$ cat config.mk
export PLATFORM = sky130hd
export DESIGN_NAME = stereo_linked_noise_gate
export DESIGN_NICKNAME = d
export VERILOG_FILES = /design/src/slng_pkg.sv /design/src/stereo_linked_noise_gate.sv
export VERILOG_INCLUDE_DIRS = /design/src /design/src/src
export SDC_FILE = /design/constraint.sdc
export NUM_CORES = 2
export LEC_CHECK = 0
export BUFFER_PORTS_ARGS = -buffer_cell sky130_fd_sc_hd__buf_2
export CORE_MARGIN = 1
export CORE_UTILIZATION = 60
export CTS_CLUSTER_DIAMETER = 100
export DETAILED_ROUTE_END_ITERATION = 6
export GPL_TIMING_DRIVEN = 0
export HOLD_SLACK_MARGIN = 0.06
export PLACE_DENSITY = 0.73
export SLEW_MARGIN = 20
export SYNTH_ARGS = -nofsm -noshare
export SYNTH_HDL_FRONTEND = slang
export SYNTH_SLANG_ARGS = --single-unit
$ cat constraint.sdc
create_clock -name clk -period 28.4 [get_ports clk]
set_input_delay 1.42 -clock clk [delete_from_list [all_inputs] [get_ports clk]]
set_output_delay 1.42 -clock clk [all_outputs]
set_load 0.1 [all_outputs]
$ cat src/stereo_linked_noise_gate_assert.svh
// assertion macros for the stereo linked noise gate
// used by the top level only, no other dependencies
`ifndef STEREO_LINKED_NOISE_GATE_ASSERT_SVH
`define STEREO_LINKED_NOISE_GATE_ASSERT_SVH

// condition implies consequence in the same cycle
`define SLNG_ASSERT_IMPLY(label, clk, rst_n, cond, cons) \
	label: assert property (@(posedge clk) disable iff (!rst_n) (cond) |-> (cons)) \
		else $error("slng assertion failed");

// condition implies consequence in the next cycle
`define SLNG_ASSERT_NEXT(label, clk, rst_n, cond, cons) \
	label: assert property (@(posedge clk) disable iff (!rst_n) (cond) |=> (cons)) \
		else $error("slng assertion failed");

`endif

$ cat src/slng_pkg.sv
// shared constants of the stereo linked noise gate
// no dependencies
`default_nettype none

package slng_pkg;

	// register indexes
	localparam logic [2:0] REG_THRESHOLD = 3'd0;
	localparam logic [2:0] REG_HYSTERESIS = 3'd1;
	localparam logic [2:0] REG_ATTACK = 3'd2;
	localparam logic [2:0] REG_RELEASE = 3'd3;
	localparam logic [2:0] REG_HOLD = 3'd4;
	localparam logic [2:0] REG_BYPASS = 3'd5;
	localparam logic [2:0] REG_DECAY = 3'd6;
	localparam logic [2:0] REG_SMOOTH = 3'd7;

	// item kinds
	localparam logic KIND_SAMPLE = 1'b0;
	localparam logic KIND_CLEAR = 1'b1;

	localparam logic signed [15:0] THR_LOW = -16'sd20480;
	localparam logic [12:0] HYS_HIGH = 13'd6144;
	localparam logic [18:0] HOLD_HIGH = 19'd384000;
	localparam logic signed [15:0] DB_FLOOR = -16'sd30720;
	localparam logic signed [16:0] DB_PER_LOG2 = 17'sd24660;

	// reset values
	localparam logic signed [15:0] THR_RESET = -16'sd10240;
	localparam logic signed [15:0] HYS_RESET = 16'sd1536;
	localparam logic [31:0] ATTACK_RESET = 32'd65263;
	localparam logic [31:0] RELEASE_RESET = 32'd65522;
	localparam logic [18:0] HOLD_RESET = 19'd2400;
	localparam logic [31:0] DECAY_RESET = 32'd65399;
	localparam logic [31:0] SMOOTH_RESET = 32'd136;

endpackage

`default_nettype wire

$ cat src/stereo_linked_noise_gate.sv
// stereo linked noise gate: follower, log level, gate with hold, gain glide
// depends on slng_pkg and stereo_linked_noise_gate_assert.svh
//
// channel   group        contents
// input     s_axis_*     tdata left/right sample, tuser item kind
// output    m_axis_*     tdata left/right gated sample, tuser gate state
// config    cfg_*        write enable, index, data
//
// a sample pair steps through glides, decay, normalise, the 8 squaring steps
// of the log on the one shared multiplier, dB, gate, gain and output; a zero
// level skips the log. a clear item goes straight to output. the multiplier
// result is registered and every step uses it once. one request in flight at
// a time; the next is accepted in the cycle after the output register loads,
// and a finished result waits there while the next is accepted.
`default_nettype none

`include "stereo_linked_noise_gate_assert.svh"

module stereo_linked_noise_gate #(
	parameter int SAMPLE_BITS = 24,
	parameter int COEFF_BITS = 16
) (
	input wire logic clk,
	input wire logic arst_n,
	input wire logic s_axis_tvalid,
	output logic s_axis_tready,
	// left_in, right_in
	input wire logic [((2*SAMPLE_BITS+7)/8)*8-1:0] s_axis_tdata,
	// kind
	input wire logic s_axis_tuser,
	output logic m_axis_tvalid,
	input wire logic m_axis_tready,
	// left_out, right_out
	output logic [((2*SAMPLE_BITS+7)/8)*8-1:0] m_axis_tdata,
	// gate_open
	output logic m_axis_tuser,
	input wire logic cfg_we,
	input wire logic [2:0] cfg_index,
	input wire logic [((COEFF_BITS > 19) ? COEFF_BITS : 19)-1:0] cfg_data
);
	import slng_pkg::*;

	localparam int SB = SAMPLE_BITS;
	localparam int CB = COEFF_BITS;
	localparam int TDW = ((2*SB+7)/8)*8;
	localparam int AW = ((SB > CB) ? SB : CB) + 2;
	localparam int BW = ((CB > 16) ? CB : 16) + 2;
	localparam int PW = AW + BW;
	localparam int PKW = SB - 1;
	localparam int PBW = $clog2(PKW);
	localparam logic [CB:0] ONE_C = (CB+1)'(1) << CB;
	localparam logic signed [PW-1:0] RND = PW'((64'd1 << CB) - 64'd1);
	localparam logic signed [PW-1:0] SMAX = PW'((64'd1 << (SB-1)) - 64'd1);
	localparam logic signed [PW-1:0] SMIN = -(PW'(64'd1 << (SB-1)));

	typedef enum logic [4:0] {
		ST_IDLE, ST_THR, ST_HYS, ST_WET, ST_DEC, ST_NORM, ST_SQ, ST_SQW, ST_DBM,
		ST_DBC, ST_GATE, ST_GAIN, ST_APPM, ST_LM, ST_RM, ST_FIN, ST_OUT
	} state_t;

	state_t state_q;

	// configuration
	logic signed [15:0] thr_db_q, hys_db_q;
	logic [CB-1:0] attack_q, release_q, decay_q, smooth_q;
	logic [18:0] hold_len_q;
	logic bypass_q;

	// gate state
	logic [PKW-1:0] peak_q;
	logic [CB:0] gain_q, wet_q, app_q;
	logic signed [15:0] thr_now_q, hys_now_q, db_q;
	logic is_open_q;
	logic [18:0] hold_left_q;

	// working registers
	logic signed [SB-1:0] left_q, right_q, lo_q, ro_q;
	logic [15:0] m_q;
	logic [PBW-1:0] p_q;
	logic [7:0] frac_q;
	logic [2:0] cnt_q;
	logic m_valid_q, gopen_q;

	logic signed [AW-1:0] mul_a;
	logic signed [BW-1:0] mul_b;
	logic signed [PW-1:0] prod_q;

	// derived values
	logic signed [16:0] d_thr, d_hys;
	logic signed [CB+1:0] d_wet;
	logic signed [AW-1:0] gdc;
	logic signed [PW-1:0] gtrunc, gs, sres, sat, db_full;
	logic [PKW-1:0] mag_l, mag_r, pk, decayed, peak_new;
	logic [PBW-1:0] p_c;
	logic [PKW+15:0] nv;
	logic [16:0] sq;
	logic signed [PBW:0] pd;
	logic signed [PBW+8:0] l2;
	logic [CB:0] hi_part, gain_c, app_c;
	logic signed [16:0] lower;
	logic s_acc;
	logic out_load;
	logic signed [SB-1:0] in_l, in_r;

	always_comb begin
		in_l = s_axis_tdata[SB-1:0];
		in_r = s_axis_tdata[2*SB-1:SB];
		s_acc = s_axis_tvalid && s_axis_tready;
		out_load = (state_q == ST_OUT) && (!m_valid_q || m_axis_tready);
		d_thr = {thr_db_q[15], thr_db_q} - {thr_now_q[15], thr_now_q};
		d_hys = {hys_db_q[15], hys_db_q} - {hys_now_q[15], hys_now_q};
		d_wet = $signed({1'b0, (bypass_q ? '0 : ONE_C)}) - $signed({1'b0, wet_q});
		// glide difference of the step whose product is being consumed
		case (state_q)
			ST_HYS: gdc = AW'(d_thr);
			ST_WET: gdc = AW'(d_hys);
			default: gdc = AW'(d_wet);
		endcase
		gtrunc = (prod_q + (prod_q[PW-1] ? RND : '0)) >>> CB;
		if (gtrunc == '0 && gdc != '0 && smooth_q != '0) begin
			gs = gdc[AW-1] ? -(PW'(1)) : PW'(1);
		end else begin
			gs = gtrunc;
		end
		// magnitudes, most negative saturated
		mag_l = (left_q == SB'(SMIN)) ? PKW'(SMAX) :
			(left_q[SB-1] ? PKW'(-left_q) : PKW'(left_q));
		mag_r = (right_q == SB'(SMIN)) ? PKW'(SMAX) :
			(right_q[SB-1] ? PKW'(-right_q) : PKW'(right_q));
		pk = (mag_r > mag_l) ? mag_r : mag_l;
		decayed = prod_q[CB +: PKW];
		peak_new = (pk > decayed) ? pk : decayed;
		// leading one and mantissa in q1.15
		p_c = '0;
		for (int i = 0; i < PKW; i++) begin
			if (peak_new[i]) p_c = PBW'(i);
		end
		nv = {peak_new, 16'b0} << (PBW'(PKW-1) - p_c);
		sq = prod_q[31:15];
		pd = $signed({1'b0, p_q}) - (PBW+1)'(PKW);
		l2 = {pd, frac_q};
		db_full = prod_q >>> 12;
		lower = {thr_now_q[15], thr_now_q} - {hys_now_q[15], hys_now_q};
		hi_part = prod_q[CB +: CB+1];
		gain_c = is_open_q ? (ONE_C - hi_part) : hi_part;
		app_c = ONE_C - hi_part;
		sres = prod_q >>> CB;
		sat = (sres > SMAX) ? SMAX : ((sres < SMIN) ? SMIN : sres);
	end

	// shared multiplier operand select
	always_comb begin
		mul_a = '0;
		mul_b = '0;
		unique case (state_q)
			ST_THR: begin
				mul_a = AW'(d_thr);
				mul_b = BW'($signed({1'b0, smooth_q}));
			end
			ST_HYS: begin
				mul_a = AW'(d_hys);
				mul_b = BW'($signed({1'b0, smooth_q}));
			end
			ST_WET: begin
				mul_a = AW'(d_wet);
				mul_b = BW'($signed({1'b0, smooth_q}));
			end
			ST_DEC: begin
				mul_a = AW'($signed({1'b0, peak_q}));
				mul_b = BW'($signed({1'b0, decay_q}));
			end
			ST_SQ: begin
				mul_a = AW'($signed({1'b0, m_q}));
				mul_b = BW'($signed({1'b0, m_q}));
			end
			ST_DBM: begin
				mul_a = AW'(l2);
				mul_b = BW'(DB_PER_LOG2);
			end
			ST_GAIN: begin
				if (is_open_q) begin
					mul_a = AW'($signed({1'b0, ONE_C - gain_q}));
					mul_b = BW'($signed({1'b0, attack_q}));
				end else begin
					mul_a = AW'($signed({1'b0, gain_q}));
					mul_b = BW'($signed({1'b0, release_q}));
				end
			end
			ST_APPM: begin
				mul_a = AW'($signed({1'b0, wet_q}));
				mul_b = BW'($signed({1'b0, ONE_C - gain_c}));
			end
			ST_LM: begin
				mul_a = AW'(left_q);
				mul_b = BW'($signed({1'b0, app_c}));
			end
			ST_RM: begin
				mul_a = AW'(right_q);
				mul_b = BW'($signed({1'b0, app_q}));
			end
			default: begin
				mul_a = '0;
				mul_b = '0;
			end
		endcase
	end

	always_ff @(posedge clk) begin
		prod_q <= mul_a * mul_b;
	end

	always_ff @(posedge clk or negedge arst_n) begin
		if (!arst_n) begin
			state_q <= ST_IDLE;
			thr_db_q <= THR_RESET;
			hys_db_q <= HYS_RESET;
			attack_q <= ATTACK_RESET[CB-1:0];
			release_q <= RELEASE_RESET[CB-1:0];
			decay_q <= DECAY_RESET[CB-1:0];
			smooth_q <= SMOOTH_RESET[CB-1:0];
			hold_len_q <= HOLD_RESET;
			bypass_q <= 1'b1;
			peak_q <= '0;
			gain_q <= '0;
			wet_q <= '0;
			app_q <= '0;
			thr_now_q <= THR_RESET;
			hys_now_q <= HYS_RESET;
			db_q <= DB_FLOOR;
			is_open_q <= 1'b0;
			hold_left_q <= '0;
			left_q <= '0;
			right_q <= '0;
			lo_q <= '0;
			ro_q <= '0;
			m_q <= '0;
			p_q <= '0;
			frac_q <= '0;
			cnt_q <= '0;
			m_valid_q <= 1'b0;
			gopen_q <= 1'b0;
			m_axis_tdata <= '0;
		end else begin
			if (out_load) m_valid_q <= 1'b1;
			else if (m_axis_tready) m_valid_q <= 1'b0;
			if (cfg_we) begin
				unique case (cfg_index)
					REG_THRESHOLD: begin
						if ($signed(cfg_data[15:0]) < THR_LOW) thr_db_q <= THR_LOW;
						else if ($signed(cfg_data[15:0]) > 16'sd0) thr_db_q <= '0;
						else thr_db_q <= cfg_data[15:0];
					end
					REG_HYSTERESIS: begin
						hys_db_q <= (cfg_data[12:0] > HYS_HIGH) ? 16'(HYS_HIGH)
							: 16'(cfg_data[12:0]);
					end
					REG_ATTACK: attack_q <= cfg_data[CB-1:0];
					REG_RELEASE: release_q <= cfg_data[CB-1:0];
					REG_HOLD: begin
						if (cfg_data[18:0] > HOLD_HIGH) begin
							hold_len_q <= HOLD_HIGH;
							if (hold_left_q > HOLD_HIGH) hold_left_q <= HOLD_HIGH;
						end else begin
							hold_len_q <= cfg_data[18:0];
							if (hold_left_q > cfg_data[18:0]) hold_left_q <= cfg_data[18:0];
						end
					end
					REG_BYPASS: bypass_q <= cfg_data[0];
					REG_DECAY: decay_q <= cfg_data[CB-1:0];
					REG_SMOOTH: smooth_q <= cfg_data[CB-1:0];
					default: bypass_q <= bypass_q;
				endcase
			end
			unique case (state_q)
				ST_IDLE: begin
					if (s_acc) begin
						left_q <= in_l;
						right_q <= in_r;
						if (s_axis_tuser == KIND_CLEAR) begin
							peak_q <= '0;
							gain_q <= '0;
							is_open_q <= 1'b0;
							hold_left_q <= '0;
							lo_q <= '0;
							ro_q <= '0;
							state_q <= ST_OUT;
						end else begin
							state_q <= ST_THR;
						end
					end
				end
				ST_THR: state_q <= ST_HYS;
				ST_HYS: begin
					thr_now_q <= thr_now_q + gs[15:0];
					state_q <= ST_WET;
				end
				ST_WET: begin
					hys_now_q <= hys_now_q + gs[15:0];
					state_q <= ST_DEC;
				end
				ST_DEC: begin
					wet_q <= wet_q + gs[CB:0];
					state_q <= ST_NORM;
				end
				ST_NORM: begin
					peak_q <= peak_new;
					p_q <= p_c;
					m_q <= nv[PKW+15 -: 16];
					frac_q <= '0;
					cnt_q <= '0;
					if (peak_new == '0) begin
						db_q <= DB_FLOOR;
						state_q <= ST_GATE;
					end else begin
						state_q <= ST_SQ;
					end
				end
				ST_SQ: state_q <= ST_SQW;
				ST_SQW: begin
					// a square of 2.0 or more gives a one bit and a halving
					m_q <= sq[16] ? sq[16:1] : sq[15:0];
					frac_q <= {frac_q[6:0], sq[16]};
					cnt_q <= cnt_q + 3'd1;
					state_q <= (cnt_q == 3'd7) ? ST_DBM : ST_SQ;
				end
				ST_DBM: state_q <= ST_DBC;
				ST_DBC: begin
					db_q <= (db_full < PW'(DB_FLOOR)) ? DB_FLOOR : db_full[15:0];
					state_q <= ST_GATE;
				end
				ST_GATE: begin
					if (is_open_q || db_q >= thr_now_q) begin
						is_open_q <= 1'b1;
						if ({db_q[15], db_q} >= lower) hold_left_q <= hold_len_q;
						else if (hold_left_q != '0) hold_left_q <= hold_left_q - 19'd1;
						else is_open_q <= 1'b0;
					end
					state_q <= ST_GAIN;
				end
				ST_GAIN: state_q <= ST_APPM;
				ST_APPM: begin
					gain_q <= gain_c;
					state_q <= ST_LM;
				end
				ST_LM: begin
					app_q <= app_c;
					state_q <= ST_RM;
				end
				ST_RM: begin
					lo_q <= sat[SB-1:0];
					state_q <= ST_FIN;
				end
				ST_FIN: begin
					ro_q <= sat[SB-1:0];
					state_q <= ST_OUT;
				end
				ST_OUT: begin
					if (out_load) begin
						m_axis_tdata <= TDW'({ro_q, lo_q});
						gopen_q <= is_open_q;
						state_q <= ST_IDLE;
					end
				end
				default: state_q <= ST_IDLE;
			endcase
		end
	end

	assign s_axis_tready = (state_q == ST_IDLE);
	assign m_axis_tvalid = m_valid_q;
	assign m_axis_tuser = gopen_q;

	`SLNG_ASSERT_IMPLY(a_thr_range, clk, arst_n, 1'b1, thr_now_q >= THR_LOW && thr_now_q <= 16'sd0)
	`SLNG_ASSERT_IMPLY(a_hold_le_len, clk, arst_n, 1'b1, hold_left_q <= hold_len_q)
	`SLNG_ASSERT_IMPLY(a_gain_le_one, clk, arst_n, 1'b1, gain_q <= ONE_C && wet_q <= ONE_C)
	`SLNG_ASSERT_NEXT(a_clear, clk, arst_n, s_acc && s_axis_tuser == KIND_CLEAR, peak_q == '0 && gain_q == '0 && !is_open_q)

endmodule

`default_nettype wire

## Word-level counts from Yosys, hierarchy flattened

Index checks and enable logic that the tools add are counted.

| storage, ports and cells | value |
|---|---|
| output and inout bits | 51 |
| word-level logic and storage cells | 219 |
| input port bits | 76 |
| register bits | 482 |

| operators by class | value |
|---|---|
| add/subtract/negate cells | 17 |
| mux-type cells | 86 |
| $lt $le $gt $ge | 13 |
| reduce and logical (&&, ||, !) cells | 40 |
| shift-type cells | 1 |
| multiply operators | 1 |
| equality and inequality tests | 31 |

Operator list:

| cell | number |
|---|---|
| $pmux W26 S10 | 1 |
| $mux W19 | 11 |
| $mux W23 | 8 |
| $pmux W17 S8 | 1 |
| $mux W17 | 7 |
| $mux W5 | 23 |
| $mux W16 | 7 |
| $mux W24 | 4 |
| $pmux W24 S2 | 2 |
| $pmux W5 S17 | 1 |
| $pmux W16 S2 | 2 |
| $pmux W26 S2 | 1 |
| $sub A17 B17 Y17 const A | 3 |
| $eq A24 B24 Y1 const B | 2 |
| $gt A23 B23 Y1 | 2 |
| $neg A23 Y23 | 2 |
| $pmux W23 S2 | 1 |
| $add A44 B16 Y44 | 1 |
| $logic_not A44 Y1 | 1 |
| $mul A26 B18 Y44 | 1 |
| $eq A5 B4 Y1 const B | 8 |
| $shl A39 B5 Y39 | 1 |
| $gt A19 B19 Y1 const B | 2 |
| $pmux W19 S2 | 1 |
| other kinds (49) | 96 |

## Longest topological paths before layout

| logic depth | value |
|---|---|
| depth after elaboration | 32 |
| depth in mapped cells | 43 |
| mapped depth without buffers | 41 |

## Least setup slack after synthesis

OpenSTA, ideal clock, no wires.

| timing path | value |
|---|---|
| kind | flip-flop to flip-flop |
| start | reg prod_q[17] |
| end | reg prod_q[41] |
| setup slack | 18.848 ns |
| buffers on the path | 3 |
| required time | 28.338 ns |
| data arrival time | 9.490 ns |
| period minus slack after synthesis | 9.552 ns |
| cell stages (with the launch flop) | 39 |
| cell sequence | dfxtp_1 -> clkbuf_1 -> inv_1 -> ha_1 -> nor2b_1 -> clkbuf_1 -> nand3_1 -> nor2_1 -> nand2_1 -> o21ai_0 -> xnor2_1 -> and4_1 -> nand2_1 -> nor2_1 -> nand3_1 -> nor2_1 -> xnor2_1 -> a221oi_1 -> [... 3 more ...] -> fa_1 -> inv_1 -> fa_1 -> fa_1 -> fa_1 -> inv_1 -> fa_1 -> ha_1 -> a21o_1 -> a21o_1 -> a21oi_1 -> a311oi_1 -> a211oi_1 -> o31ai_1 -> o41ai_1 -> o21ai_0 -> or4b_2 -> nand3_1 |

| on the way | value |
|---|---|
| longest elaborated chain between the ends | 5 |

RTL lines:

| item | RTL line | RTL |
|---|---|---|
| start: declaration | stereo_linked_noise_gate.sv:86 | `logic signed [PW-1:0] prod_q;` |
| start signal: assignment | stereo_linked_noise_gate.sv:209 | `prod_q <= mul_a * mul_b;` |
| $sub A17 B17 Y17 | stereo_linked_noise_gate.sv:145, stereo_linked_noise_gate.sv:146 |  |
| $mux W17 | stereo_linked_noise_gate.sv:145 | `gain_c = is_open_q ? (ONE_C - hi_part) : hi_part;` |
| $sub A17 B17 Y17 | stereo_linked_noise_gate.sv:191 | `mul_b = BW'($signed({1'b0, ONE_C - gain_c}));` |
| $pmux W17 S8 (*) | stereo_linked_noise_gate.sv:155 | `unique case (state_q)` |
| $mul A26 B18 Y44 (*) | stereo_linked_noise_gate.sv:209 |  |

Every way passes the cells marked *; elsewhere a longest branch is shown, timed or not.
A chain may end at the register's enable or synchronous reset.

## Final worst setup path

Ends and elaborated chain as after synthesis.

==> flow_summary.yaml <==
timing:
  tightest_slew_ns: 1.24
  grt_setup_unrepaired: "false"
  fin_skew_ns: 0.0264
  period_minus_slack_ns: 13.40
  fin_crit_sh: 0.472
  setup_tns_ns: 0
  setup_viol: 0
  fin_ws_ns: 15.00
  fmax_ghz: 0.0746
  hold_viol: 0
  maxSlewViolCount: 0
  max_slew_margin: 0.167
floorplanning:
  fp-row-count: 102
  dieHeight_um: 284
  die-area_mm2: 0.0805
  dieWidth_um: 284
  ios: 127
  core_mm2: 0.0780
  initial_core_util: 0.611
clock_tree:
  clockRootBuffer: "clkbuf_16"
  ctsHoldBuffers: 0
  clk_path_buf_depth: 3
  htree_levels: 2
  clock-sinks: 482
  clkLatencyLatePin_ns: 0.66
  path_clk_slew_ns: 0.07
  cts_setup_buffers: 0
  cts_made_buffers: 56
  cts_tree: "yes"
  cts_resized: 0
logic_synthesis:
  synth_edf_count: 0
  yosysSeqAreaShare: 0.250
  synthFlopType: "dfrtp_1"
  ys_warn_count: 0
  synthesis.area_mm2: 0.0476
  synth_top_area_cell: "dfrtp_1"
  ys_types: 104
  syn_area_per_cell_um2: 8.63
  synth_nets: 6331
  yosys-top-cells-area: "dfrtp_1, fa_1, ha_1"
  ys_seq_elements: 482
  async_reset_ff_frac: 0.909
  synth_top_area_share: 0.198
  syn_inst: 5521
critical_path:
  crit_type: "reg2reg"
  cp_data_arrival_time_ns: 13.95
  crit_top_cell: "fa_1"
  crit_path_end_kind: "register"
  crit_path_start: "prod_q[17]"
  crit_path_start_kind: "register"
  crit_fanout: 10
  slowest_delay_ns: 0.85
  required_ns: 28.95
  cp_top_family: "adder cells"
  r2r_start: "prod_q[17]"
  crit_slowest_cell: "a21oi_1"
  crit_buf_inv: 8
run_status:
  status: "complete, but fails checks"
  violations: "DRC"
global_routing:
  antenna_found_initial: 7
  grt_pass1_vias: 44000
  grt_util_all_layers: 0.466
  grt_overflow: 0
  grt_max_degree: 99
  grt_pass1_wl_um: 279000
job:
  cap_violations: 0
place:
  dp_cells: 6704
  post-place-ws_ns: 15.71
  port_buffers: 126
  dp_hpwl_um: 150000
  gp_congestion: 1.09
drt:
  ant_nets: 0
  drt-vias-per-instance: 6.62
  drtIter0Drc: 5251
  drc: 15
  vias: 45100
  drt_pass1_iterations: 7
  wl_um: 188000
  wl_per_cell_um: 27.6
final_layout:
  fin_cells: 6812
  drive_above_1_share: 0.0903
  nets: 6532
  area_delta_synth_final_pct: 9.07
worst_hold_path:
  hold_start: "app_q[12]"
  hold_class: "reg2reg"
[stage by stage]
stage | utilization | cell area [um2] | hold slack (ns)
3_3_place_gp | 0.636 | 49600 | 0.452
5_1_grt | 0.666 | 51900 | 0.493
4_1_cts | 0.666 | 51900 | 0.479
3_5_place_dp | 0.640 | 49900 | 0.463
2_1_floorplan | - | 47600 | 0.439
6_report | 0.666 | 51900 | 0.481
[worst paths after layout]
kind,end,slack [ns],depth (start not counted)
worst min-delay path,app_q[12],0.48,2
worst max-delay path,prod_q[41],15.00,40
min in group asynchronous,hold_len_q[18],0.70,1
max in group asynchronous,left_q[16],26.17,4
worst max register to register,prod_q[41],15.00,40
worst min register to register,app_q[12],0.48,2
[flip-flops by register name, summed over array words and instances, names as in the netlist, 17 cells and up]
| name | count |
|---|---|
| prod_q | 44 |
| m_axis_tdata | 48 |
| ro_q | 24 |
| app_q | 17 |
| lo_q | 24 |
| hold_left_q | 19 |
| left_q | 24 |
| peak_q | 23 |
| right_q | 24 |
| gain_q | 17 |
| hold_len_q | 19 |
| wet_q | 17 |
[layer usage]
metal,track usage,vias to the layer above,share of wire
met5,0,-,0.00022
met4,0.336,6,0.090
met3,0.120,787,0.11
met2,0.696,2968,0.43
met1,0.590,21900,0.37
li1,-,19400,-
[Yosys cell counts, drive strengths merged (24+ instances only)]
cell and n:
nor3 102, nand2 682, xor2 61, dfstp 62
o21ai 416, nand4 59, dfrtp 376, a31oi 43
and3 40, a211o 24, a211oi 36, buf 39
nand3 212, mux2i 45, and2 32, a22o 30
dfxtp 44, o211ai 27, clkbuf 240, ha 320
o31ai 48, inv 599, nor2 432, a221oi 26
mux2 117, xnor2 163, o21a 24, nand2b 28
nor4 34, a21oi 242, or3 38, o21bai 37
a21o 62, fa 414, a22oi 46, nor2b 33
[layout by cell type (no fill, tap or decap), types with 58 or more instances in the layout]
master and n:
nand2_1 681, dfrtp_1 376, clkbuf_1 244, nor3_1 96, inv_1 598, a21o_1 62, o21ai_0 396, mux2_2 117
fa_1 414, nand4_1 58, ha_1 320, xnor2_1 162, a21oi_1 240, nor2_1 430, nand3_1 212, buf_2 141
dfstp_2 62, xor2_1 61
[final cells by class]
cell class	instances	area, um2
repair buffers	143	887
flip-flops and latches	482	11900
inverters	612	2300
diodes	3	7.51
clock buffers	67	1490
well taps	1040	1300
multi-input cells	4148	32400
plain buffers	279	1080
fillers	6436	26000
clock inverters	38	532
[worst min-delay path, cell delays in order (launching register included)]
cell and delay [ns]:
dfrtp_1 0.34, nand2_1 0.05, nand2_1 0.06
[cells by family after synthesis]
logic type,synth area share
flops,0.250
mux,0.0400
buf+inv,0.0710
simple gates,0.171
xor+xnor,0.0414
compound gates,0.169
fa+ha+maj,0.258
Power is not shown: default switching activity piles up to over one toggle a cycle in this logic, so the estimate is an artifact.
